<file path="config.mk">
export PLATFORM = sky130hd
export DESIGN_NAME = xmodem_block_receiver
export DESIGN_NICKNAME = d
export VERILOG_FILES = /design/src/xbr_pkg.sv /design/src/xmodem_block_receiver.sv /design/src/xbr_fifo.sv /design/src/xbr_front.sv /design/src/xbr_engine.sv
export SDC_FILE = /design/constraint.sdc
export NUM_CORES = 1
export LEC_CHECK = 0
export ABC_AREA = 0
export BUFFER_PORTS_ARGS = -buffer_cell sky130_fd_sc_hd__buf_2
export CAP_MARGIN = 5
export CORE_MARGIN = 1
export CORE_UTILIZATION = 45
export DETAILED_ROUTE_END_ITERATION = 10
export GPL_ROUTABILITY_DRIVEN = 0
export PLACE_DENSITY = 0.74
export SETUP_SLACK_MARGIN = 0.1
export SYNTH_ARGS = -nofsm -noshare
export SYNTH_HDL_FRONTEND = slang
export SYNTH_SLANG_ARGS = --single-unit
</file>
<file path="constraint.sdc">
create_clock -name clk -period 4 [get_ports clk]
set_clock_uncertainty 0.15 [all_clocks]
set_input_delay 0.4 -clock clk [delete_from_list [all_inputs] [get_ports clk]]
set_output_delay 0.4 -clock clk [all_outputs]
set_load 0.01 [all_outputs]
</file>
<file path="src/xbr_pkg.sv">
`default_nettype none

package xbr_pkg;

	localparam int BLOCK_BYTES_DEF = 128;
	localparam int DATA_W = 8;
	localparam int INDEX_W = 7;
	localparam int VERDICT_W = 2;
	localparam int FINISH_W = 3;
	localparam int CRC_W = 16;

	localparam logic [DATA_W-1:0] CH_SOH = 8'h01;
	localparam logic [DATA_W-1:0] CH_EOT = 8'h04;
	localparam logic [DATA_W-1:0] CH_ACK = 8'h06;
	localparam logic [DATA_W-1:0] CH_NAK = 8'h15;
	localparam logic [DATA_W-1:0] CH_CAN = 8'h18;
	localparam logic [DATA_W-1:0] CH_C = 8'h43;

	localparam logic [DATA_W-1:0] COUNT_MAX = 8'd255;
	localparam logic [DATA_W:0] NUMBER_PAIR_SUM = 9'd255;
	localparam logic [CRC_W-1:0] CRC_POLY = 16'h1021;

	localparam logic USE_CRC_RESET = 1'b1;
	localparam logic [DATA_W-1:0] ERROR_LIMIT_RESET = 8'd10;

	localparam logic REG_USE_CRC = 1'b0;
	localparam logic REG_ERROR_LIMIT = 1'b1;

	localparam logic FUNC_START = 1'b0;
	localparam logic FUNC_BYTE = 1'b1;

	localparam logic [VERDICT_W-1:0] VERDICT_NONE = 2'd0;
	localparam logic [VERDICT_W-1:0] VERDICT_COMMIT = 2'd1;
	localparam logic [VERDICT_W-1:0] VERDICT_DISCARD = 2'd2;

	localparam logic [FINISH_W-1:0] FIN_RUNNING = 3'd0;
	localparam logic [FINISH_W-1:0] FIN_DONE = 3'd1;
	localparam logic [FINISH_W-1:0] FIN_CANCELLED = 3'd2;
	localparam logic [FINISH_W-1:0] FIN_EXCESS = 3'd3;
	localparam logic [FINISH_W-1:0] FIN_UNKNOWN = 3'd4;

	typedef enum logic [4:0] {
		ST_IDLE   = 5'b00001,
		ST_WAIT   = 5'b00010,
		ST_BLOCK  = 5'b00100,
		ST_EOT1   = 5'b01000,
		ST_HALTED = 5'b10000
	} state_t;

	typedef struct packed {
		logic use_crc;
		logic [DATA_W-1:0] error_limit;
	} cfg_t;

	typedef struct packed {
		logic func;
		logic [DATA_W-1:0] rx_byte;
		logic is_soh;
		logic is_eot;
		logic is_can;
	} item_t;

	typedef struct packed {
		logic reply_valid;
		logic [DATA_W-1:0] reply_byte;
		logic send_cancel;
		logic data_valid;
		logic [DATA_W-1:0] data_byte;
		logic [INDEX_W-1:0] data_index;
		logic [VERDICT_W-1:0] block_verdict;
		logic [FINISH_W-1:0] finished;
	} result_t;

	function automatic logic [CRC_W-1:0] crc16_byte(input logic [CRC_W-1:0] crc_in,
		input logic [DATA_W-1:0] b);
		logic [CRC_W-1:0] c;
		c = crc_in ^ {b, {(CRC_W-DATA_W){1'b0}}};
		for (int i = 0; i < DATA_W; i++) begin
			if (c[CRC_W-1]) begin
				c = {c[CRC_W-2:0], 1'b0} ^ CRC_POLY;
			end else begin
				c = {c[CRC_W-2:0], 1'b0};
			end
		end
		return c;
	endfunction

endpackage

`default_nettype wire

</file>
<file path="src/xmodem_block_receiver.sv">
// Path: the front queue holds an item; the engine turns it into a result that the result queue holds.
// Throughput: one item per cycle; the protocol engine retires one item in each cycle
// in which the front queue holds an item and the two-entry result queue has room.
// Reset: arst_n clears both queues, the protocol state (idle) and the registers to
// use_crc = 1 and error_limit = 10; there is no clearing pass.
`default_nettype none

module xmodem_block_receiver
	import xbr_pkg::*;
#(
	parameter int BLOCK_BYTES = BLOCK_BYTES_DEF
) (
	input  wire logic                 clk,
	input  wire logic                 arst_n,
	input  wire logic                 push,
	output logic                      full,
	input  wire logic                 func,
	input  wire logic [DATA_W-1:0]    rx_byte,
	output logic                      empty,
	input  wire logic                 pop,
	output logic                      reply_valid,
	output logic [DATA_W-1:0]         reply_byte,
	output logic                      send_cancel,
	output logic                      data_valid,
	output logic [DATA_W-1:0]         data_byte,
	output logic [INDEX_W-1:0]        data_index,
	output logic [VERDICT_W-1:0]      block_verdict,
	output logic [FINISH_W-1:0]       finished,
	input  wire logic                 cfg_we,
	input  wire logic                 cfg_index,
	input  wire logic [DATA_W-1:0]    cfg_data
);

	cfg_t cfg_q;
	item_t item;
	logic item_empty;
	logic item_pop;
	logic res_full;
	logic res_push;
	result_t res;
	logic [$bits(result_t)-1:0] out_rdata;
	result_t out_res;

	always_ff @(posedge clk or negedge arst_n) begin
		if (!arst_n) begin
			cfg_q.use_crc <= USE_CRC_RESET;
			cfg_q.error_limit <= ERROR_LIMIT_RESET;
		end else if (cfg_we) begin
			unique case (cfg_index)
				REG_USE_CRC: cfg_q.use_crc <= cfg_data[0];
				REG_ERROR_LIMIT: cfg_q.error_limit <= cfg_data;
				default: begin
				end
			endcase
		end
	end

	xbr_front u_front (
		.clk(clk),
		.arst_n(arst_n),
		.push(push),
		.func(func),
		.rx_byte(rx_byte),
		.full(full),
		.item_pop(item_pop),
		.item(item),
		.item_empty(item_empty)
	);

	xbr_engine #(
		.BLOCK_BYTES(BLOCK_BYTES)
	) u_engine (
		.clk(clk),
		.arst_n(arst_n),
		.cfg(cfg_q),
		.item(item),
		.item_empty(item_empty),
		.item_pop(item_pop),
		.res_full(res_full),
		.res_push(res_push),
		.res(res)
	);

	xbr_fifo #(
		.WIDTH($bits(result_t))
	) u_result_q (
		.clk(clk),
		.arst_n(arst_n),
		.push(res_push),
		.wdata(res),
		.full(res_full),
		.pop(pop),
		.rdata(out_rdata),
		.empty(empty)
	);

	assign out_res = result_t'(out_rdata);
	assign reply_valid = out_res.reply_valid;
	assign reply_byte = out_res.reply_byte;
	assign send_cancel = out_res.send_cancel;
	assign data_valid = out_res.data_valid;
	assign data_byte = out_res.data_byte;
	assign data_index = out_res.data_index;
	assign block_verdict = out_res.block_verdict;
	assign finished = out_res.finished;

endmodule

`default_nettype wire

</file>
<file path="src/xbr_fifo.sv">
`default_nettype none

module xbr_fifo
	import xbr_pkg::*;
#(
	parameter int WIDTH = DATA_W
) (
	input  wire logic             clk,
	input  wire logic             arst_n,
	input  wire logic             push,
	input  wire logic [WIDTH-1:0] wdata,
	output logic                  full,
	input  wire logic             pop,
	output logic [WIDTH-1:0]      rdata,
	output logic                  empty
);

	logic [1:0] count_q;
	logic [WIDTH-1:0] slot0_q;
	logic [WIDTH-1:0] slot1_q;
	logic wr;
	logic rd;

	assign full = (count_q == 2'd2);
	assign empty = (count_q == 2'd0);
	assign wr = push && !full;
	assign rd = pop && !empty;
	assign rdata = slot0_q;

	always_ff @(posedge clk or negedge arst_n) begin
		if (!arst_n) begin
			count_q <= 2'd0;
		end else begin
			count_q <= count_q + {1'b0, wr} - {1'b0, rd};
		end
	end

	always_ff @(posedge clk) begin
		if (wr && ((count_q == 2'd0) || (count_q == 2'd1 && rd))) begin
			slot0_q <= wdata;
		end else if (rd && count_q == 2'd2) begin
			slot0_q <= slot1_q;
		end
		if (wr && count_q == 2'd1 && !rd) begin
			slot1_q <= wdata;
		end
	end

endmodule

`default_nettype wire

</file>
<file path="src/xbr_front.sv">
`default_nettype none

module xbr_front
	import xbr_pkg::*;
(
	input  wire logic              clk,
	input  wire logic              arst_n,
	input  wire logic              push,
	input  wire logic              func,
	input  wire logic [DATA_W-1:0] rx_byte,
	output logic                   full,
	input  wire logic              item_pop,
	output item_t                  item,
	output logic                   item_empty
);

	item_t in_item;
	logic [$bits(item_t)-1:0] q_rdata;

	always_comb begin
		in_item.func = func;
		in_item.rx_byte = rx_byte;
		in_item.is_soh = (rx_byte == CH_SOH);
		in_item.is_eot = (rx_byte == CH_EOT);
		in_item.is_can = (rx_byte == CH_CAN);
	end

	xbr_fifo #(
		.WIDTH($bits(item_t))
	) u_item_q (
		.clk(clk),
		.arst_n(arst_n),
		.push(push),
		.wdata(in_item),
		.full(full),
		.pop(item_pop),
		.rdata(q_rdata),
		.empty(item_empty)
	);

	assign item = item_t'(q_rdata);

endmodule

`default_nettype wire

</file>
<file path="src/xbr_engine.sv">
`default_nettype none

module xbr_engine
	import xbr_pkg::*;
#(
	parameter int BLOCK_BYTES = BLOCK_BYTES_DEF
) (
	input  wire logic  clk,
	input  wire logic  arst_n,
	input  wire cfg_t  cfg,
	input  wire item_t item,
	input  wire logic  item_empty,
	output logic       item_pop,
	input  wire logic  res_full,
	output logic       res_push,
	output result_t    res
);

	localparam int POS_W = $clog2(BLOCK_BYTES + 4);
	localparam logic [POS_W-1:0] POS_DATA_END = POS_W'(BLOCK_BYTES + 2);

	state_t state_q, state_d;
	logic [POS_W-1:0] pos_q, pos_d;
	logic [DATA_W-1:0] last_good_q, last_good_d;
	logic [DATA_W-1:0] number_q, number_d;
	logic [DATA_W-1:0] compl_q, compl_d;
	logic [DATA_W-1:0] sum_q, sum_d;
	logic [CRC_W-1:0] crc_q, crc_d;
	logic [DATA_W-1:0] check_hi_q, check_hi_d;
	logic [DATA_W-1:0] err_cnt_q, err_cnt_d;
	logic at_end;
	logic check_ok;
	logic [POS_W-1:0] idx_full;

	assign item_pop = !item_empty && !res_full;
	assign res_push = item_pop;
	assign idx_full = pos_q - POS_W'(2);

	always_comb begin
		state_d = state_q;
		pos_d = pos_q;
		last_good_d = last_good_q;
		number_d = number_q;
		compl_d = compl_q;
		sum_d = sum_q;
		crc_d = crc_q;
		check_hi_d = check_hi_q;
		err_cnt_d = err_cnt_q;
		at_end = 1'b0;
		check_ok = 1'b0;
		res = '0;

		if (item.func == FUNC_START) begin
			state_d = ST_WAIT;
			pos_d = '0;
			last_good_d = '0;
			number_d = '0;
			compl_d = '0;
			sum_d = '0;
			crc_d = '0;
			check_hi_d = '0;
			err_cnt_d = '0;
			res.reply_valid = 1'b1;
			res.reply_byte = cfg.use_crc ? CH_C : CH_NAK;
		end else begin
			unique case (state_q)
				ST_WAIT: begin
					if (item.is_eot) begin
						res.reply_valid = 1'b1;
						res.reply_byte = CH_NAK;
						state_d = ST_EOT1;
					end else if (item.is_can) begin
						res.send_cancel = 1'b1;
						res.finished = FIN_CANCELLED;
						state_d = ST_HALTED;
					end else if (item.is_soh) begin
						state_d = ST_BLOCK;
						pos_d = '0;
						sum_d = '0;
						crc_d = '0;
					end else begin
						state_d = ST_HALTED;
						if (err_cnt_q > cfg.error_limit) begin
							res.send_cancel = 1'b1;
							res.finished = FIN_EXCESS;
						end else begin
							res.finished = FIN_UNKNOWN;
						end
					end
				end
				ST_EOT1: begin
					if (item.is_eot) begin
						res.reply_valid = 1'b1;
						res.reply_byte = CH_ACK;
						res.finished = FIN_DONE;
						state_d = ST_HALTED;
					end
				end
				ST_BLOCK: begin
					if (pos_q == POS_W'(0)) begin
						number_d = item.rx_byte;
					end else if (pos_q == POS_W'(1)) begin
						compl_d = item.rx_byte;
					end else if (pos_q < POS_DATA_END) begin
						res.data_valid = 1'b1;
						res.data_byte = item.rx_byte;
						res.data_index = idx_full[INDEX_W-1:0];
						sum_d = sum_q + item.rx_byte;
						crc_d = crc16_byte(crc_q, item.rx_byte);
					end else if (!cfg.use_crc) begin
						at_end = 1'b1;
						check_ok = (item.rx_byte == sum_q);
					end else if (pos_q == POS_DATA_END) begin
						check_hi_d = item.rx_byte;
					end else begin
						at_end = 1'b1;
						check_ok = ({check_hi_q, item.rx_byte} == crc_q);
					end

					if (!at_end) begin
						pos_d = pos_q + POS_W'(1);
					end else begin
						res.block_verdict = VERDICT_DISCARD;
						pos_d = '0;
						state_d = ST_WAIT;
						if (({1'b0, number_q} + {1'b0, compl_q}) != NUMBER_PAIR_SUM) begin
							res.reply_valid = 1'b1;
							res.reply_byte = CH_NAK;
							if (err_cnt_q != COUNT_MAX) begin
								err_cnt_d = err_cnt_q + 8'd1;
							end
						end else if (number_q == last_good_q) begin
							res.reply_valid = 1'b1;
							res.reply_byte = CH_ACK;
						end else if (number_q == last_good_q + 8'd1) begin
							res.reply_valid = 1'b1;
							if (check_ok) begin
								res.reply_byte = CH_ACK;
								res.block_verdict = VERDICT_COMMIT;
								last_good_d = last_good_q + 8'd1;
							end else begin
								res.reply_byte = CH_NAK;
								if (err_cnt_q != COUNT_MAX) begin
									err_cnt_d = err_cnt_q + 8'd1;
								end
							end
						end else begin
							state_d = ST_HALTED;
							if (err_cnt_q > cfg.error_limit) begin
								res.send_cancel = 1'b1;
								res.finished = FIN_EXCESS;
							end else begin
								res.finished = FIN_UNKNOWN;
							end
						end
					end
				end
				ST_IDLE, ST_HALTED: begin
				end
				default: begin
				end
			endcase
		end
	end

	always_ff @(posedge clk or negedge arst_n) begin
		if (!arst_n) begin
			state_q <= ST_IDLE;
			pos_q <= '0;
			last_good_q <= '0;
			number_q <= '0;
			compl_q <= '0;
			sum_q <= '0;
			crc_q <= '0;
			check_hi_q <= '0;
			err_cnt_q <= '0;
		end else if (item_pop) begin
			state_q <= state_d;
			pos_q <= pos_d;
			last_good_q <= last_good_d;
			number_q <= number_d;
			compl_q <= compl_d;
			sum_q <= sum_d;
			crc_q <= crc_d;
			check_hi_q <= check_hi_d;
			err_cnt_q <= err_cnt_d;
		end
	end

	// A transaction that ends the transfer leaves the engine halted.
	assert property (@(posedge clk) disable iff (!arst_n)
		res_push && res.finished != FIN_RUNNING |=> state_q == ST_HALTED)
		else $error("transfer ended without halting");

	// Outside a start, the error count never falls.
	assert property (@(posedge clk) disable iff (!arst_n)
		!(item_pop && item.func == FUNC_START) |=> err_cnt_q >= $past(err_cnt_q))
		else $error("error count fell without a start");

	// The byte position stays inside a framed block.
	assert property (@(posedge clk) disable iff (!arst_n)
		pos_q <= POS_DATA_END + POS_W'(1))
		else $error("byte position beyond block trailer");

	// Tentative payload only comes out while a block is being received.
	assert property (@(posedge clk) disable iff (!arst_n)
		res_push && res.data_valid |-> state_q == ST_BLOCK && item.func == FUNC_BYTE)
		else $error("payload byte outside a block");

endmodule

`default_nettype wire

</file>
==> run metrics, run 1 <==
max_cap viols 0; Worst path slowest cell o41ai_2; Rel. slew slack 0.2794; Power Density about 670 mW/mm^2; Slew @ Worst Pin 1.081 ns; RSZ-0062 raised after global routing no; CTS Buf Count 17; CP top delay family simple AND/OR/NAND/NOR gates; max-slew violation count 0; row cnt 51; initial antenna violation count 0; Yosys top cell by area edfxtp_1; area delta synth->final 11.96%; detailed-route via count between 6000 and 7000; Required @ worst endpoint between 4 and 5 ns; Placement Setup Slack between 0.6 and 0.7 ns; endpoints failing setup 0; first-pass GRT wire length 32090 um; WP buf/inv 1; clock buffer depth 2; Die Area between 0.02 and 0.025 sq mm; CP arrival around 3.6 ns; Resize count post-CTS 0; hold wc startpoint rx_byte[5]; number of routed nets with antenna violations 0; Gate Count Post-Synth slightly below 900; cts hold-fix bufs 2; Residual DRC 0; peak supply drop roughly 0.37 mV; Die Ht 144.5 um; Worst Hold Depth 1; ys async rst share 0.5294; Tightest Hold Check Type in2reg; Avg Synthesized Cell Area ~10 sq um; Crit Reg-Reg Endpoint u_engine.sum_q[7]; CP Cell Sequence or3_4, o41ai_2, o31a_1, nand3_1, inv_2, nand2_1, nor3_1, a2bb2oi_1; CP max stage delay 0.53 ns; Final #Nets just under 1000; warnings from Yosys 0; Reg2Reg Depth 8; Worst Path Max Fanout 18; Detailed Route Iter0 Violations between 500 and 600; cell area after synthesis ~0.0091 sq mm; share of post-route cells with drive strength above 1 0.1550; Avg WL per Cell between 15 and 20 um; # clock sinks 170; fmax roughly 300 MHz; leakage approximately 4.4 nW; final worst slack about 0.64 ns; Root Driver clkbuf_16; Synth Register Bits 170; initial core utilization 0.4648; largest net degree at the start of global routing between 70 and 80; status completed; critical path startpoint category flop; crit path time final 3.357 ns; Synth area leaders edfxtp_1 (26%), dfrtp_1 (24%), nand2_1 (5.8%); Pre-Repair DR Iteration Count 5; Synth Flop Type dfrtp_1; Final Hold Fails 0; post-synthesis sequential area ratio 0.5101; vias in the first global route 6396; worst skew pair latency about 0.43 ns; Yosys top cell area share 0.2630; gr ovfl total 0; IO Port Bufs 52; Worst Setup End Kind flop; H-tree Lvls 4; R2R Setup Slk roughly 0.64 ns; Post-Route WL ~19000 um; Reg clk slew, reported paths roughly 0.07 ns; Hold EP u_front.u_item_q.slot1_q[8]; Reg-to-Reg Start u_engine.pos_q[4]; EDFF count, synth 80; setup TNS 0 ns; total core area about 0.020 sq mm; Die Wd between 100 and 150 um; I/O pin count 56; Final Cycle Share 0.8393; Via density 5.479; Distinct cells, synth 79; diode count 0; setup bufs post-CTS 0; CP Class reg2reg; global-route usage over all layers 0.1999; DP HPWL approximately 14000 um; CTS tree built
stage by stage:
| stage | cell area, sq um | hold slack, ns | instances | total power [W] | utilization |
|---|---|---|---|---|---|
| after global routing | 10230 | 0.01845 | 1207 | 0.007293 | 0.5204 |
| after floorplan | 9143 | -0.04559 | 877 | 0.004516 | - |
| final | 10230 | 0.02098 | 1207 | 0.006823 | 0.5204 |
| after detailed placement | 9663 | 0.3315 | 1173 | 0.005306 | 0.4917 |
| after CTS | 10230 | 0.002613 | 1207 | 0.006859 | 0.5204 |
| after global placement | 9663 | 0.3203 | 1173 | 0.005247 | 0.4917 |
layout by cell type, fill, tap and decap left out, types with 4 or more instances in the layout:
cell type  count
nand2b_1       4
inv_1         30
nand4_1       10
mux2_2        26
nor2b_1       12
o21ai_1       18
a21oi_1       31
buf_2         51
xor2_1        29
o211ai_1       6
xnor2_1       42
a41oi_1        4
a22o_1         6
dfrtp_1       86
buf_4         18
nor3_1        16
o31ai_1       12
ha_1          35
nand3_1       18
o21ai_0       51
and3_1        12
nand2_1      141
nor2_1        48
clkbuf_16     18
a31oi_1        6
a211oi_1       7
o21bai_1       4
dfstp_2        4
nor4_1         9
edfxtp_1      80
clkbuf_1       4
a21o_1         5
or4_1          6
or3_1          5
and2_1        19
cell families (layout without fill, tap and decap cells):
family | Yosys count | after routing | synth area share
other cells | 1 | 3 | 0.0004105
buf+inv | 69 | 134 | 0.03602
xor+xnor | 71 | 71 | 0.06807
fa+ha+maj | 37 | 37 | 0.05232
simple gates | 319 | 319 | 0.1690
compound gates | 178 | 178 | 0.1271
mux | 30 | 30 | 0.03698
flops | 170 | 170 | 0.5101
worst reg2reg max path: stages, from the launching register on:
cell and delay [ns]:
dfrtp_1 0.46, or3_4 0.44, o41ai_2 0.53, o31a_1 0.28, nand3_1 0.32, inv_2 0.27, nand2_1 0.37, nor3_1 0.30
a2bb2oi_1 0.17
layout make-up:
| cell class | instances | area [sq um] |
|---|---|---|
| Fill cell | 1756 | 9427 |
| Timing Repair Buffer | 71 | 410.4 |
| Clock inverter | 9 | 65.06 |
| Inverter | 31 | 116.4 |
| Clock buffer | 23 | 479.2 |
| Multi-Input combinational cell | 638 | 4165 |
| Sequential cell | 170 | 4659 |
| Tap cell | 265 | 331.6 |
state kept, by name (all words and copies together), names as in the netlist, 5 cells and up:
signal,count
u_engine.crc_q,16
cfg_q,9
u_result_q.rdata,28
u_result_q.slot1_q,28
u_engine.number_q,8
u_front.u_item_q.slot1_q,12
u_engine.err_cnt_q,8
u_engine.last_good_q,8
u_engine.state_q,5
u_engine.compl_q,8
u_engine.sum_q,8
u_engine.check_hi_q,8
u_front.u_item_q.rdata,12
u_engine.pos_q,8
worst max-delay path by stage:
stage	from	end	slack (ns)	depth (start not counted)
final	u_engine.pos_q[4]	u_engine.sum_q[7]	0.64	8
after global routing	u_engine.number_q[0]	u_engine.last_good_q[7]	0.43	10
after CTS	u_engine.pos_q[4]	u_engine.sum_q[7]	0.65	8
after detailed placement	u_engine.pos_q[4]	u_engine.sum_q[7]	0.65	8
after global placement	u_engine.pos_q[4]	u_engine.sum_q[7]	0.71	8
after floorplan	u_result_q.count_q[0]	u_result_q.slot1_q[0]	0.14	2
synth_stat cells, types with 17 or more instances:
| cell type | number |
|---|---|
| xor2_1 | 29 |
| o21ai_0 | 51 |
| and2_1 | 19 |
| nor3_1 | 17 |
| dfrtp_1 | 86 |
| o21ai_1 | 18 |
| clkbuf_1 | 20 |
| edfxtp_1 | 80 |
| nand3_1 | 18 |
| nand2_1 | 141 |
| nor2_1 | 48 |
| mux2_2 | 26 |
| a21oi_1 | 31 |
| inv_1 | 30 |
| ha_1 | 35 |
| xnor2_1 | 42 |
layer usage:
metal / wire [um] / GRT usage
met5: 0 / 0
met4: 409 / 0.07867
met3: 799 / 0.03609
met2: 9134 / 0.3267
met1: 9012 / 0.2622
power by group:
group | switching, W | total (W) | internal, W
combinational | 0.00163 | 0.00257 | 0.000937
sequential | 0.000323 | 0.00272 | 0.00240
clock | 0.000680 | 0.00153 | 0.000850
No activity file was read; power rests on OpenSTA's default activity.
==> run 2, diff against run 1 <==
--- a/config.mk
+++ b/config.mk
@@ -5,14 +5,14 @@
 export SDC_FILE = /design/constraint.sdc
 export NUM_CORES = 1
 export LEC_CHECK = 0
-export ABC_AREA = 0
+export ABC_AREA = 1
 export BUFFER_PORTS_ARGS = -buffer_cell sky130_fd_sc_hd__buf_2
 export CAP_MARGIN = 5
 export CORE_MARGIN = 1
 export CORE_UTILIZATION = 45
 export DETAILED_ROUTE_END_ITERATION = 10
 export GPL_ROUTABILITY_DRIVEN = 0
-export PLACE_DENSITY = 0.74
+export PLACE_DENSITY = 0.72
 export SETUP_SLACK_MARGIN = 0.1
 export SYNTH_ARGS = -nofsm -noshare
 export SYNTH_HDL_FRONTEND = slang
==> constraint.sdc (replaced) <==
create_clock -name clk -period 3.2 [get_ports clk]
set_clock_uncertainty 0.15 [all_clocks]
set_input_delay 0.32 -clock clk [delete_from_list [all_inputs] [get_ports clk]]
set_output_delay 0.32 -clock clk [all_outputs]
set_load 0.01 [all_outputs]
==> run 2 against run 1 <==
Sequential power grew 27%. Sequential share of layout area shrank 2.0 points. Combinational power grew 39%. Cell count grew 20%. Synthesized cell count grew 24%. Worst setup slack lost 0.23 ns. Wire length grew 2.4%. Design area grew 4.6%. Total power grew 34%. Highest routed layer unchanged. Area after synthesis grew 1.7%. Via count grew 9.5%.
==> run metrics, run 2 <==
status completed; Die Wd 145.7 um (+0.83%); Root Driver clkbuf_16; EDFF count, synth 80 (unchanged); Tightest Hold Check Type in2reg; Yosys top cell area share 0.2586 (-0.004357); Final Hold Fails 0 (unchanged); Crit Reg-Reg Endpoint u_result_q.rdata[24]; Final Cycle Share 0.8709 (+0.03155); post-synthesis adder-cell area fraction 0.05145 (-0.0008669); leading cell type in the layout, fill and taps excluded nand2_1; area delta synth->final 15.11%; post-synthesis sequential area ratio 0.5016 (-0.008451); DP HPWL 14070 um (+3.1%); max-slew violation count 0 (unchanged); Reg-to-Reg Start u_engine.number_q[0]; Avg Synthesized Cell Area 8.577 sq um (-18%); Post-Route WL 19820 um (+2.4%); FF/Latch Area 0.004659 sq mm (unchanged); Resize count post-CTS 0 (unchanged); clock buffer depth 2 (unchanged); Hold EP cfg_q[2]; cts hold-fix bufs 18 (+16); Gate Count Post-Synth 1083 (+24%); CTS tree built; synth cell count leaders nand2_1 (316), inv_1 (127), nor2_1 (91); Synth Flop Type dfrtp_1; Avg WL per Cell 13.71 um (-15%); Worst Setup End Kind flop; Slew @ Worst Pin 1.033 ns (-0.04767 ns); Power Density 857.5 mW/mm^2 (+29%); Pre-Repair DR Iteration Count 5 (unchanged); crit path time final 2.787 ns (-0.5705 ns); Residual DRC 0 (unchanged); Top Layer Used met4; main combinational cell family by area after synthesis simple AND/OR/NAND/NOR gates; first-pass GRT wire length 33420 um (+4.1%); metal2 WL 9360 um (+2.5%); setup bufs post-CTS 0 (unchanged); largest net degree at the start of global routing 45 (-38%); I/O pin count 56 (unchanged); routed length on met1 9343 um (+3.7%); ys async rst share 0.5294 (unchanged); Die Area 0.02122 sq mm (+1.7%); H-tree Lvls 4 (unchanged); cell area after synthesis 0.009289 sq mm (+1.7%); critical path startpoint category flop; CP Class reg2reg; # clock sinks 170 (unchanged); Detailed Route Iter0 Violations 430 (-19%); diode count 0 (unchanged); gr ovfl total 0 (unchanged); complex-gate fraction of the synthesized area 0.07853 (-0.04858); area occupied by multi-input gates 0.004036 sq mm (-3.1%); hold wc startpoint cfg_data[2]; fmax 358.8 MHz (+20%); Required @ worst endpoint 3.23 ns (-0.97 ns); most frequent CP cell nand2_1; RSZ-0062 raised after global routing no; CP max stage delay 0.43 ns (-0.10 ns); global-route usage over all layers 0.1982 (-0.001696); IO Port Bufs 52 (unchanged); initial antenna violation count 0 (unchanged); post-synthesis xor/xnor area fraction 0.05469 (-0.01339); CP arrival 2.81 ns (-0.75 ns); multiplexer share of the synthesized area 0.002155 (-0.03483); share of post-route cells with drive strength above 1 0.1173 (-0.03764); row cnt 52 (+2.0%); vias in the first global route 6901 (+7.9%); initial core utilization 0.4591 (-0.005730); Via density 5.008 (-8.6%); number of routed nets with antenna violations 0 (unchanged); most frequent cells in the layout nand2_1 (316), inv_1 (127), nor2_1 (91), dfrtp_1 (86), edfxtp_1 (80); CTS Buf Count 17 (unchanged); Reg clk slew, reported paths 0.07 ns (about the same); max_cap viols 0 (unchanged); CP Cell Sequence ha_1, inv_1, fa_1, nand2_1, nand2_1, nor3_1, nand2_1, nor2_1, nand3_1, nor2_2, nand2_1, nand2_1, nand3_1, nand2_1, o21ai_1; Worst Path Max Fanout 4 (-14); Distinct cells, synth 54 (-32%); Met3 Routed Length 662 um (-17%); detailed-route via count 7241 (+9.5%); Tot Pwr 0.009170 W (+34%); total core area 0.02023 sq mm (+3.0%); Rel. slew slack 0.3067 (+0.02726); final worst slack 0.4133 ns (-0.2295 ns); Reg2Reg Depth 15 (+7); warnings from Yosys 0 (unchanged); Worst path slowest cell fa_1; Placement Setup Slack 0.4739 ns (-0.1758 ns); setup TNS 0 ns (unchanged); R2R Setup Slk 0.41 ns (-0.23 ns); worst skew pair latency 0.44 ns (about the same); most numerous cell in the Yosys netlist nand2_1; endpoints failing setup 0 (unchanged); peak supply drop 0.5120 mV (+39%); Synth area leaders edfxtp_1 (26%), dfrtp_1 (23%), nand2_1 (13%); Yosys top cell by area edfxtp_1; # fillers 1807 (+2.9%); Final #Nets 1223 (+24%); leakage 5.234 nW (+20%); Die Ht 145.7 um (+0.83%); simple-gate portion of the synthesized area 0.2441 (+0.07506); Worst Hold Depth 3 (+2); Synth Register Bits 170 (unchanged)
==> run 2: changes by cell type in the layout (fill, tap and decap cells not counted), sizes merged, moves of 12 or more <==
cell / before / now
and2: 19 / 1
dlygate4sd3: 2 / 18
inv: 33 / 140
mux2: 27 / 0
nand2: 141 / 323
nand3: 19 / 51
nor2: 48 / 99
nor2b: 12 / 0
o31ai: 13 / 0
xnor2: 42 / 27
==> run 2: worst max path at each step <==
| stage | from | endpoint | slack (ns) | depth (start not counted) |
|---|---|---|---|---|
| after floorplan | u_result_q.count_q[1] | u_result_q.slot1_q[0] | 0.51 | 1 |
| after global placement | u_engine.number_q[0] | u_engine.err_cnt_q[2] | 0.55 | 16 |
| after detailed placement | u_engine.number_q[0] | u_result_q.rdata[24] | 0.47 | 15 |
| after CTS | u_engine.number_q[0] | u_engine.err_cnt_q[7] | 0.45 | 16 |
| after global routing | u_engine.number_q[0] | u_result_q.rdata[3] | 0.16 | 14 |
| final | u_engine.number_q[0] | u_result_q.rdata[24] | 0.41 | 15 |
==> run 2: critical path: cells and delay by family, from the launching register on <==
kind                       cells  cell delay (ns)
and+or+nand+nor               11             1.23
adders and majority gates      2             0.62
DFF                            1             0.41
AOI/OAI and AO/OA              1             0.07
buffers and inverters          1             0.06
==> run 2: routing by layer <==
layer	global-route usage	up-vias
met5	0	-
met4	0.08053	0
met3	0.03448	29
met2	0.3294	130
met1	0.2567	3396
li1	-	3686
==> run 2: area by class of cell <==
cell class                 instances  area share
multi-input combinational        757      0.3775
sequential                       170      0.4358
timing repair buffer              82     0.04985
clock buffer                      18     0.04014
tap                              270     0.03159
inverter                         135     0.04762
clock inverter                    14     0.01755
==> run 2: cells by family after synthesis <==
group | after synthesis
flip-flops | 170
multiplexers | 2
buffers and inverters | 158
XOR/XNOR | 58
AND/OR/NAND/NOR | 525
adder cells (fa/ha/maj) | 37
AO/OA/AOI/OAI | 132
other | 1
==> run 2: power by group <==
part	leakage, nW	switching, W	total (W)	internal [W]
registers	1.95	0.000400	0.00345	0.00305
clock network	0.297	0.000915	0.00216	0.00125
logic	2.99	0.00237	0.00356	0.00119
total	5.23	0.00369	0.00917	0.00548
==> run 2: stage by stage <==
step / hold WS [ns] / util / instance area [sq um] / std cells
global placement: 0.2095 / 0.4891 / 9896 / 1396
CTS: 0.01089 / 0.5284 / 10690 / 1446
detailed placement: 0.2293 / 0.4891 / 9896 / 1396
global route: 0.02473 / 0.5284 / 10690 / 1446
finish: 0.005441 / 0.5284 / 10690 / 1446
floorplan: -0.1256 / - / 9303 / 1085
